**config.mk**
```make
export PLATFORM = sky130hd
export DESIGN_NAME = ramit_ctrl
export DESIGN_NICKNAME = d
export VERILOG_FILES = /design/src/rtl/ramit_pkg.sv /design/src/rtl/ramit_ctrl.sv
export SDC_FILE = /design/constraint.sdc
export NUM_CORES = 1
export LEC_CHECK = 0
export BUFFER_PORTS_ARGS = -buffer_cell sky130_fd_sc_hd__buf_2
export CORE_ASPECT_RATIO = 0.75
export CORE_UTILIZATION = 52
export DETAILED_ROUTE_END_ITERATION = 16
export GPL_TIMING_DRIVEN = 0
export PLACE_DENSITY = 0.88
export SLEW_MARGIN = 30
export SYNTH_ARGS = -nofsm -noshare
export SYNTH_HDL_FRONTEND = slang
export SYNTH_SLANG_ARGS = --single-unit
export TNS_END_PERCENT = 20
```
**constraint.sdc**
```tcl
create_clock -name i_clk -period 2.2 [get_ports i_clk]
set_clock_uncertainty 0.2 [all_clocks]
set_input_delay 0.33 -clock i_clk [delete_from_list [all_inputs] [get_ports i_clk]]
set_output_delay 0.33 -clock i_clk [all_outputs]
set_load 0.01 [all_outputs]
```
**src/rtl/ramit_pkg.sv**
```systemverilog
// Package for the range-add / min-index lazy segment tree.
// Holds field widths, codes, and the command and status structs between
// the controller and the datapath. No dependencies.
`timescale 1ns / 1ps

package ramit_pkg;

    localparam int DATA_W  = 32;
    localparam int IDX_W   = 10;
    localparam int SIZE_W  = 11;
    localparam int IN_W    = 56;
    localparam int OUT_W   = 48;
    localparam int PADDR_W = 3;
    localparam int PDATA_W = 32;

    localparam logic OP_LOAD = 1'b0;
    localparam logic OP_ADD  = 1'b1;

    // register index taken from paddr[2]
    localparam logic REG_LIST_SIZE = 1'b0;

    typedef enum logic [1:0] {
        TS_NODE,
        TS_LC,
        TS_RC
    } t_tsel;

    typedef enum logic [2:0] {
        AD_CLR,
        AD_TGT,
        AD_TC1,
        AD_TC2,
        AD_NODE,
        AD_LC,
        AD_RC
    } t_asel;

    typedef enum logic [2:0] {
        W_ZERO,
        W_PUSH,
        W_CHILD,
        W_LEAF,
        W_COVER,
        W_RECOMP
    } t_wsel;

    typedef struct packed {
        logic  accept;
        logic  root;
        logic  tgt_load;
        t_tsel tgt_sel;
        logic  p_cap;
        logic  p_from_v;
        logic  lmin_q;
        logic  lmin_p;
        logic  root_cap;
        logic  desc;
        logic  desc_right;
        logic  pop;
        logic  step;
        logic  out_load;
        logic  clr_rst;
        logic  we;
        t_asel asel;
        t_wsel wsel;
    } t_cmd;

    typedef struct packed {
        logic leaf;
        logic tgt_leaf;
        logic pend_nz;
        logic disjoint;
        logic covered;
        logic pos_left;
        logic sp_zero;
        logic phase;
        logic clr_last;
        logic skip_load;
        logic is_add;
    } t_status;

endpackage

```
**src/rtl/ramit_ctrl.sv**
```systemverilog
// Controller of the lazy segment tree: sequences pushes, the recursion,
// recompute, the min-index descent and the clearing pass.
// Depends on ramit_pkg.
`timescale 1ns / 1ps

module ramit_ctrl (
    input  logic              i_clk,
    input  logic              i_rst_n,
    input  logic              i_cfg_wr,
    input  logic              i_in_valid,
    output logic              o_in_ready,
    output logic              o_out_valid,
    input  logic              i_out_ready,
    input  ramit_pkg::t_status i_st,
    output ramit_pkg::t_cmd    o_cmd
);

    typedef enum logic [4:0] {
        S_CLR, S_IDLE, S_START, S_VISIT, S_VAFT, S_VRC, S_VDESC,
        S_PRD, S_PCHK, S_PC1R, S_PC1W, S_PC2R, S_PC2W,
        S_RET, S_POPD, S_RC1, S_RC2, S_RC3,
        S_FIN, S_FPUSH, S_FROOT, S_DLOOP, S_DL, S_DR, S_OUT
    } t_state;

    t_state r_state, n_state;
    t_state r_ret, n_ret;
    logic   r_out_valid, n_out_valid;
    ramit_pkg::t_cmd c;

    always_comb begin
        c           = '0;
        c.tgt_sel   = ramit_pkg::TS_NODE;
        c.asel      = ramit_pkg::AD_NODE;
        c.wsel      = ramit_pkg::W_ZERO;
        n_state     = r_state;
        n_ret       = r_ret;
        n_out_valid = r_out_valid;
        if (r_out_valid && i_out_ready) begin
            n_out_valid = 1'b0;
        end
        unique case (r_state)
            S_CLR: begin
                c.we   = 1'b1;
                c.asel = ramit_pkg::AD_CLR;
                c.wsel = ramit_pkg::W_ZERO;
                if (i_st.clr_last) begin
                    n_state = S_IDLE;
                end
            end
            S_IDLE: begin
                if (i_in_valid) begin
                    c.accept = 1'b1;
                    n_state  = S_START;
                end
            end
            S_START: begin
                n_state = i_st.skip_load ? S_FIN : S_VISIT;
            end
            S_VISIT: begin
                c.tgt_load = 1'b1;
                c.tgt_sel  = ramit_pkg::TS_NODE;
                n_ret      = S_VAFT;
                n_state    = S_PRD;
            end
            // push_down subroutine on the target node
            S_PRD: begin
                c.asel  = ramit_pkg::AD_TGT;
                n_state = S_PCHK;
            end
            S_PCHK: begin
                c.asel  = ramit_pkg::AD_TGT;
                c.p_cap = 1'b1;
                if (i_st.pend_nz) begin
                    c.we   = 1'b1;
                    c.wsel = ramit_pkg::W_PUSH;
                    n_state = i_st.tgt_leaf ? r_ret : S_PC1R;
                end else begin
                    n_state = r_ret;
                end
            end
            S_PC1R: begin
                c.asel  = ramit_pkg::AD_TC1;
                n_state = S_PC1W;
            end
            S_PC1W: begin
                c.asel  = ramit_pkg::AD_TC1;
                c.we    = 1'b1;
                c.wsel  = ramit_pkg::W_CHILD;
                n_state = S_PC2R;
            end
            S_PC2R: begin
                c.asel  = ramit_pkg::AD_TC2;
                n_state = S_PC2W;
            end
            S_PC2W: begin
                c.asel  = ramit_pkg::AD_TC2;
                c.we    = 1'b1;
                c.wsel  = ramit_pkg::W_CHILD;
                n_state = r_ret;
            end
            // node visit after its own push
            S_VAFT: begin
                if (!i_st.is_add) begin
                    if (i_st.leaf) begin
                        c.we    = 1'b1;
                        c.asel  = ramit_pkg::AD_NODE;
                        c.wsel  = ramit_pkg::W_LEAF;
                        n_state = S_RET;
                    end else begin
                        c.tgt_load = 1'b1;
                        c.tgt_sel  = ramit_pkg::TS_LC;
                        n_ret      = S_VRC;
                        n_state    = S_PRD;
                    end
                end else if (i_st.disjoint) begin
                    n_state = S_RET;
                end else if (i_st.covered) begin
                    c.we       = 1'b1;
                    c.asel     = ramit_pkg::AD_NODE;
                    c.wsel     = ramit_pkg::W_COVER;
                    c.p_from_v = 1'b1;
                    n_ret      = S_RET;
                    n_state    = i_st.leaf ? S_RET : S_PC1R;
                end else begin
                    c.desc  = 1'b1;
                    n_state = S_VISIT;
                end
            end
            S_VRC: begin
                c.tgt_load = 1'b1;
                c.tgt_sel  = ramit_pkg::TS_RC;
                n_ret      = S_VDESC;
                n_state    = S_PRD;
            end
            S_VDESC: begin
                c.desc       = 1'b1;
                c.desc_right = !i_st.pos_left;
                n_state      = S_VISIT;
            end
            // return from a visit
            S_RET: begin
                if (i_st.sp_zero) begin
                    n_state = S_FIN;
                end else begin
                    c.pop   = 1'b1;
                    n_state = S_POPD;
                end
            end
            S_POPD: begin
                if (i_st.is_add && !i_st.phase) begin
                    c.desc       = 1'b1;
                    c.desc_right = 1'b1;
                    n_state      = S_VISIT;
                end else begin
                    n_state = S_RC1;
                end
            end
            S_RC1: begin
                c.asel  = ramit_pkg::AD_LC;
                n_state = S_RC2;
            end
            S_RC2: begin
                c.asel   = ramit_pkg::AD_RC;
                c.lmin_q = 1'b1;
                n_state  = S_RC3;
            end
            S_RC3: begin
                c.we    = 1'b1;
                c.asel  = ramit_pkg::AD_NODE;
                c.wsel  = ramit_pkg::W_RECOMP;
                n_state = S_RET;
            end
            // root push and min-index descent
            S_FIN: begin
                c.root  = 1'b1;
                n_state = S_FPUSH;
            end
            S_FPUSH: begin
                c.tgt_load = 1'b1;
                c.tgt_sel  = ramit_pkg::TS_NODE;
                n_ret      = S_FROOT;
                n_state    = S_PRD;
            end
            S_FROOT: begin
                c.root_cap = 1'b1;
                n_state    = S_DLOOP;
            end
            S_DLOOP: begin
                if (!i_st.leaf) begin
                    c.tgt_load = 1'b1;
                    c.tgt_sel  = ramit_pkg::TS_LC;
                    n_ret      = S_DL;
                    n_state    = S_PRD;
                end else begin
                    n_state = S_OUT;
                end
            end
            S_DL: begin
                c.lmin_p   = 1'b1;
                c.tgt_load = 1'b1;
                c.tgt_sel  = ramit_pkg::TS_RC;
                n_ret      = S_DR;
                n_state    = S_PRD;
            end
            S_DR: begin
                c.step  = 1'b1;
                n_state = S_DLOOP;
            end
            S_OUT: begin
                if (!r_out_valid || i_out_ready) begin
                    c.out_load  = 1'b1;
                    n_out_valid = 1'b1;
                    n_state     = S_IDLE;
                end
            end
            default: n_state = S_CLR;
        endcase
        // a list_size write restarts the clearing pass
        if (i_cfg_wr) begin
            c.clr_rst = 1'b1;
            c.we      = 1'b0;
            n_state   = S_CLR;
        end
    end

    // hold state and the registered output valid
    always_ff @(posedge i_clk) begin
        if (!i_rst_n) begin
            r_state     <= S_CLR;
            r_ret       <= S_IDLE;
            r_out_valid <= 1'b0;
        end else begin
            r_state     <= n_state;
            r_ret       <= n_ret;
            r_out_valid <= n_out_valid;
        end
    end

    assign o_cmd       = c;
    assign o_in_ready  = (r_state == S_IDLE);
    assign o_out_valid = r_out_valid;

endmodule

```
==> results of run 1 <==
per-layer routing:
layer | GRT usage | up-vias
met5 | 0 | -
met4 | 0.1644 | 0
met3 | 0.1102 | 16
met2 | 0.5462 | 146
met1 | 0.5198 | 807
li1 | - | 818
cells in the final DEF, fill, tap and decap left out, drive strengths merged, types with 2 or more instances in the layout:
cell,count
nor2b,9
nand2,15
buf,56
inv,10
dfxtp,11
nor2,19
nand3,3
nor4,3
and3b,2
a41oi,2
mux2i,3
o31ai,2
nor3,12
o21a,4
nand3b,2
a211oi,3
a2111oi,2
nor3b,2
o21bai,3
a21o,3
o21ai,8
nand2b,13
a21oi,14
o22ai,4
clkbuf,8
or2,3
or3b,2
a31oi,6
state kept, by name, summed over array words and instances, names as in the netlist:
name	count
o_out_valid	1
r_ret	5
r_state	5
critical path, stage by stage, from the launching register on:
cell                      delay [ns]
sky130_fd_sc_hd__dfxtp_4        0.40
sky130_fd_sc_hd__or3_4          0.41
sky130_fd_sc_hd__nor2_4         0.13
sky130_fd_sc_hd__nand3_4        0.11
sky130_fd_sc_hd__a31oi_1        0.18
sky130_fd_sc_hd__buf_2          0.15
final timing paths:
| check | start | to | slack, ns |
|---|---|---|---|
| setup reg to reg | r_state[1] | r_state[1] | 0.13 |
| hold / removal | i_out_ready | o_out_valid | 0.17 |
| setup / recovery | r_state[3] | o_cmd[6] | 0.007 |
| hold reg to reg | r_ret[2] | r_ret[2] | 0.28 |
power by group:
group | leakage, nW | internal, mW | total [mW] | switching [mW]
clock | 0.0177 | 0.0677 | 0.150 | 0.0825
combinational | 0.670 | 0.0504 | 0.120 | 0.0698
sequential | 0.0927 | 0.196 | 0.200 | 0.00402
cell usage after synthesis (2+ instances only):
| library cell | n |
|---|---|
| sky130_fd_sc_hd__a211oi_1 | 2 |
| sky130_fd_sc_hd__a21o_1 | 3 |
| sky130_fd_sc_hd__a21oi_1 | 14 |
| sky130_fd_sc_hd__a31oi_1 | 6 |
| sky130_fd_sc_hd__and3b_1 | 2 |
| sky130_fd_sc_hd__buf_2 | 11 |
| sky130_fd_sc_hd__buf_4 | 2 |
| sky130_fd_sc_hd__buf_6 | 2 |
| sky130_fd_sc_hd__clkbuf_1 | 6 |
| sky130_fd_sc_hd__dfxtp_1 | 11 |
| sky130_fd_sc_hd__inv_1 | 10 |
| sky130_fd_sc_hd__mux2i_1 | 3 |
| sky130_fd_sc_hd__nand2_1 | 15 |
| sky130_fd_sc_hd__nand2b_1 | 13 |
| sky130_fd_sc_hd__nand3_1 | 3 |
| sky130_fd_sc_hd__nand3b_1 | 2 |
| sky130_fd_sc_hd__nor2_1 | 18 |
| sky130_fd_sc_hd__nor2b_1 | 9 |
| sky130_fd_sc_hd__nor3_1 | 11 |
| sky130_fd_sc_hd__nor3b_1 | 2 |
| sky130_fd_sc_hd__nor4_1 | 2 |
| sky130_fd_sc_hd__o21a_1 | 4 |
| sky130_fd_sc_hd__o21ai_0 | 5 |
| sky130_fd_sc_hd__o21ai_1 | 3 |
| sky130_fd_sc_hd__o21bai_1 | 3 |
| sky130_fd_sc_hd__o22ai_1 | 4 |
| sky130_fd_sc_hd__o31ai_1 | 2 |
| sky130_fd_sc_hd__or3b_1 | 2 |
metrics by stage:
step / instance area (um^2) / util
after CTS: 1809 / 0.7473
after detailed placement: 1630 / 0.6734
after global routing: 1872 / 0.7731
after floorplan: 1398 / -
after global placement: 1630 / 0.6734
final: 1872 / 0.7731
cell type report:
class	instances	area, um^2
clock inverter	1	5.005
sequential	11	239.0
fill	179	549.3
inverter	10	37.54
multi-input combinational	159	1120
timing repair buffer	44	235.2
tap	34	42.54
clock buffer	3	22.52
buffer	17	170.2
repair_timing:
item                       in CTS  in global routing
buffers inserted                5                  1
setup endpoints to repair      16                  9
pin swaps                       3                  5
resized for setup              39                 17
logic make-up after synthesis:
kind of cell	after synthesis	synth area share
xor+xnor	2	0.01254
simple gates	89	0.3527
buf+inv	31	0.1092
mux	3	0.02149
compound gates	65	0.3465
flops	11	0.1576
==> results.md, run 1 <==
- The wire length on met1 is 2145 um.
- The power per cell area is 251.1 nW/um^2.
- Hold timing on the final database bottoms out at a slack of 0.1664 ns.
- For this block, the routed nets add up to 5018 um of wire.
- The routed design uses 699 um of met3 wire.
- The library cell used as clock root buffer is sky130_fd_sc_hd__clkbuf_4.
- Based on the critical path, the design can be clocked at up to between 400 and 500 MHz.
- During I/O placement, the number of pins put on the boundary was 41.
- The detailed-route wire length per cell is 17.99 um.
- The first-pass GRT wire length is 7631 um.
- The count of endpoints failing hold in the final timing report is 0.
- Setup repair after global routing could not meet its margin everywhere.
- The number of remaining DRC errors is 0.
- The pre-antenna-repair detailed-routing pass consisted of 5 iterations.
- The number of antenna cells inserted is 0.
- The number of buffer cells added on primary ports is 38.
- The number of setup violations in the final report is 0.
- The initial antenna violation count is 0.
- The mapped netlist covers 1398 um^2.
- The number of clock buffers inserted by TritonCTS is 3.
- The maximum count of clock buffers along a single path is 2.
- The setup total negative slack is 0 ns.
- In this run the core area contains 15 standard-cell rows.
- The initial detailed-routing violation count is 182.
- Clock tree synthesis found a total of 11 sinks.
- The worst slack after detailed placement is -0.02994 ns.
- In this run the number of H-tree levels came out at 1.
- After detailed routing, the met2 layer carries 2044 um of wire.
- The number of cells traversed by the worst hold path is 4.
- The max-slew headroom at the worst pin is 0.5854.
- The number of global-route vias before repair was 1522.
- The total core area is 2421 um^2.
- A synthesized cell averages 6.953 um^2.
- The total overflow left after global routing is 0.
- The clock-pin slew reported for the worst setup and hold paths after clock tree synthesis is ~0.08 ns.
- STA puts the critical path data required time at 1.67 ns.
- The number of nets in the finished design is 262.
- Clock latency on the worst-skew pair, taken at its later pin, is 0.29 ns.
- Using the TritonRoute via totals, the vias-per-cell ratio works out to 6.405.
- The remaining number of nets flagged by the antenna check after routing is 0.
- The final count of pins violating max slew is 0.
- Counting every instance in the synthesized netlist gives 201.
- The worst-path maximum fanout is 10.
- The flow ran to the end, and the final reports show no timing, DRC or antenna violations.
- The critical path is of the flip-flop to output pin type.
- The die height is around 47 um.
- After synthesis, the cell types taking the most area are sky130_fd_sc_hd__dfxtp_1, sky130_fd_sc_hd__nand2b_1, sky130_fd_sc_hd__a21oi_1.
- The count of state elements after synthesis is 11.
- The TritonCTS clock tree is done.
- For this design the static power due to leakage is 0.7807 nW.
- The worst setup path is captured at an output pin.
- The largest area contributor in the synthesized netlist is sky130_fd_sc_hd__dfxtp_1.
- After synthesis, the share of flip-flops with an asynchronous set or reset is 0.
- The detailed router placed 1787 vias in this run.
- The floorplan step defined a die boundary enclosing 2901 um^2.
- The worst setup path is launched from a flip-flop.
- The largest voltage drop on the vdd net is 0.3033 mV.
- The fraction of final layout cells with drive strength greater than 1 is 0.3592.
- The share of the Yosys chip area taken by registers is 0.1576.
- The Yosys step of the flow raised 0 warnings.
- The highest metal layer used by the detailed router is met4.
- The top cell type's share of synthesized area is 0.1576.
- For this configuration, the core starts out at a cell density of 0.5773.
- Power comes to 0.4701 mW.
- Synthesis produced a netlist with a net count of 217.
- The placer's final routability congestion estimate is between 0.9 and 1.
- The tool flagged a number of max-cap violations equal to 0.
- Data on the critical path arrives at its endpoint at ~1.7 ns.
- At the pin with the least slew margin, the transition time is 0.6172 ns.
- Entering global routing, the biggest net connects 11 pins.
- In the global route stage, overall resource usage came out at 0.3767.
- Yosys mapped a number of flops with a built-in enable equal to 0.
- The number of hold-repair buffers added at the cts stage is 0.
- The floorplan step set the die width to approximately 62 um.
- The area growth from synthesis to layout is 33.93%.
- The worst register-to-register path has a depth of 6.
- Once placement completed, the tool counted placed cells totaling 273.
- For this run, the leading register cell type out of synthesis is sky130_fd_sc_hd__dfxtp_1.
- Summed over all nets, the half-perimeter wirelength after detailed placement is 3483 um.
- Counting I/O delays and the setup requirement, the final critical path takes 2.193 ns.
- The unique cell type count in the Yosys netlist is 59.
- The fraction of the cycle the final worst path needs is 0.9966.
- Once layout is complete, the cells apart from fillers number 279.
- Across all setup checks in the final design, the least slack found is 0.007484 ns.
- The worst min-delay path class is input pin to flip-flop.
Power figures use the tool's default switching activity.
==> inputs of run 2 (changes only) <==
==> constraint.sdc (replaced) <==
create_clock -name i_clk -period 2.08 [get_ports i_clk]
set_clock_uncertainty 0.2 [all_clocks]
set_input_delay 0.312 -clock i_clk [delete_from_list [all_inputs] [get_ports i_clk]]
set_output_delay 0.312 -clock i_clk [all_outputs]
set_load 0.01 [all_outputs]
==> run 2 against run 1 <==
Against the previous run: the run now ends with negative setup slack left; die area unchanged; final area up 4.7%; utilization up 3.7 points; wire length up 2.9%; sequential share of layout area down 0.58 points; flip-flop and latch count unchanged; clock-buffer cell count up 1; largest cell class unchanged; critical path depth up 2; global-route usage down 0.080 points; sequential power up 5%; total power up 7.2%; first-iteration DRC count up 50%.
==> results.md, run 2 (synthesis results as in run 1) <==
- The total non-filler cell area in the finished layout is 1961 um^2.
- The depth of the most critical reg-to-reg path is 6.
- The final core utilization is 0.8098.
- In the layout the commonest cells are sky130_fd_sc_hd__buf_2, sky130_fd_sc_hd__nor2_1, sky130_fd_sc_hd__nand2_1.
- The overall die area is 2901 um^2.
- The first global-routing pass estimated approximately 7600 um of wire.
- Counting the fill cells in the layout gives 174.
- The via count of the routed design is 1841.
- The setup slack on the worst flop-to-flop path is 0.01 ns.
- Counting along the longest clock path gives a buffer depth of 2.
- The number of setup violations in the final report is 6.
- The worst min-delay path class is input pin to flip-flop.
- In the final layout, the share of cells above drive strength 1 is 0.3960.
- The worst setup path is launched from a flip-flop.
- Dividing the detail-routed wire length by the instance count gives 18.18 um.
- The number of hold-repair buffers added at the cts stage is 0.
- The count of endpoints failing hold in the final timing report was 0.
- The worst slack after detailed placement is -0.1484 ns.
- The worst pin sits at a relative slew slack of 0.6221.
- The minimum period implied by the final worst setup slack is 2.210 ns.
- The launch instance of the worst register-to-register path is r_state[1].
- In the finished design, the share of the clock period the worst path needs comes to 1.062.
- Summed over all layers, the global routing overflow is 0.
- The number of global-route vias before repair came to 1582.
- Data on the critical path is required at its endpoint by roughly 1.6 ns.
- The clock-pin slew reported for the worst setup and hold paths after clock tree synthesis is 0.06 ns.
- The largest voltage drop on the vdd net is 0.3485 mV.
- roughly 40 I/O pins were placed.
- The type of destination of the critical path is an output pin.
- Setup repair after global routing could not meet its margin everywhere.
- Entering global routing, the biggest net connects 11 pins.
- TritonCTS built the clock tree.
- The worst hold path terminates at o_out_valid.
- Before antenna repair, the detailed router went through 5 iterations.
- The width of the die is 61.86 um.
- In this run, the number of DRC markers left after iteration 0 of detailed routing was approximately 270.
- The count of nets left with antenna violations once routing finished came out at 0.
- The area growth from synthesis to layout is 40.29%.
- Measured along the y axis, the die boundary spans 46.90 um.
- Counting tap cells, the placed design contains a total of roughly 270 instances.
- The capture point of the worst reg-to-reg path is r_state[1].
- In this run the power density over the cells is 257.0 nW/um^2.
- The final worst slack is -0.1295 ns.
- The final count of pins violating max slew is 0.
- The root buffer cell chosen for the clock tree is sky130_fd_sc_hd__clkbuf_4.
- The number of antenna cells inserted is 0.
- The critical setup path kind is flip-flop to output pin.
- The number of nets in the finished design is 267.
- The most frequent standard cell in the layout excluding fill and tap cells is sky130_fd_sc_hd__buf_2.
- The run finished, with violations left.
- The final layout contains routed wiring with a total length of 5164 um.
- The number of max-capacitance violations reported is 0.
- The total half-perimeter wirelength after legalization and detailed placement is approximately 3500 um.
- The clock sink count is 11.
- Derived from the worst setup path, the maximum achievable clock frequency is 452.6 MHz.
- For this run, the total global-route usage over all layers was measured as 0.3759.
- After detailed routing, the number of remaining DRC violations is 0.
- The number of buffer cells added on primary ports is 38.
- The number of standard-cell rows in the floorplan is 15.
- Adding up every negative setup slack in the final design gives -0.2514 ns.
- After the flow finishes, the layout carries non-filler instances totaling 284.
- CTS built an H-tree with a depth of 1.
- The data arrival time at the worst-slack endpoint is 1.70 ns.
- The launch instance of the worst min-delay path is i_out_ready.
- The initial utilization of the core area, before any placement, comes to 0.5773.
- At the end of routability-driven placement, the weighted congestion stood at 0.9642.
- The later pin in the worst-skew pair is clocked with a latency of 0.27 ns.
- Using the TritonRoute via totals, the vias-per-cell ratio works out to 6.482.
- The number of cells traversed by the worst hold path is 4.
- On the final layout, the worst hold slack is 0.1694 ns.
- The worst-path maximum fanout is 6.
- Total power for the finished layout comes to 0.5039 mW.
- In this run, CTS created clock tree buffers numbering 3.
- The initial antenna violation count is 0.
- For the pin with the worst max-slew slack, the measured transition is 0.5658 ns.
- The total placed instance area is approximately 1600 um^2.
- The final reports fail on negative setup slack.
- The total core area is 2421 um^2.
- For this design the static power due to leakage is 0.8165 nW.
[run 2: power by group]
| group | total, mW | switching (mW) | internal (mW) |
|---|---|---|---|
| Sequential | 0.210 | 0.00337 | 0.207 |
| Combinational | 0.145 | 0.0808 | 0.0643 |
| Clock | 0.148 | 0.0740 | 0.0744 |
| Total | 0.504 | 0.158 | 0.346 |
[run 2: worst max path at each step]
stage,from,endpoint,slack [ns],cells after the start
after floorplan,r_state[0],o_cmd[20],0.11,7
after global placement,r_state[0],o_cmd[6],-0.14,6
after detailed placement,r_state[0],o_cmd[6],-0.15,6
after CTS,r_state[0],o_cmd[20],-0.12,7
after global routing,r_state[0],o_cmd[6],-0.24,7
final,r_state[0],o_cmd[6],-0.13,7
[run 2: area by class of cell]
type | count | area, um^2 | share of cell area
Tap cell | 34 | 42.54 | 0.02170
Clock buffer | 4 | 26.28 | 0.01340
Sequential cell | 11 | 239.0 | 0.1219
Buffer | 17 | 170.2 | 0.08679
Multi-Input combinational cell | 159 | 1147 | 0.5852
Timing Repair Buffer | 49 | 297.8 | 0.1519
Inverter | 10 | 37.54 | 0.01914
[run 2: metal layers]
metal  part of all wire  track usage
met5                  0            0
met3               0.13       0.1129
met2               0.42       0.5419
met1               0.40       0.5222
met4              0.041       0.1556
[run 2: critical path, stage by stage, from the launching register on]
cell                      delay (ns)
sky130_fd_sc_hd__dfxtp_4        0.39
sky130_fd_sc_hd__buf_6          0.13
sky130_fd_sc_hd__buf_12         0.10
sky130_fd_sc_hd__and3b_1        0.16
sky130_fd_sc_hd__a31oi_1        0.04
sky130_fd_sc_hd__o32a_1         0.31
sky130_fd_sc_hd__a31oi_1        0.15
sky130_fd_sc_hd__buf_2          0.14
[run 2: what timing repair did]
action	CTS	global route
pin swaps	8	5
resized for setup	42	22
endpoints found under the hold margin	0	0
setup endpoints to repair	18	19
buffers inserted	8	3
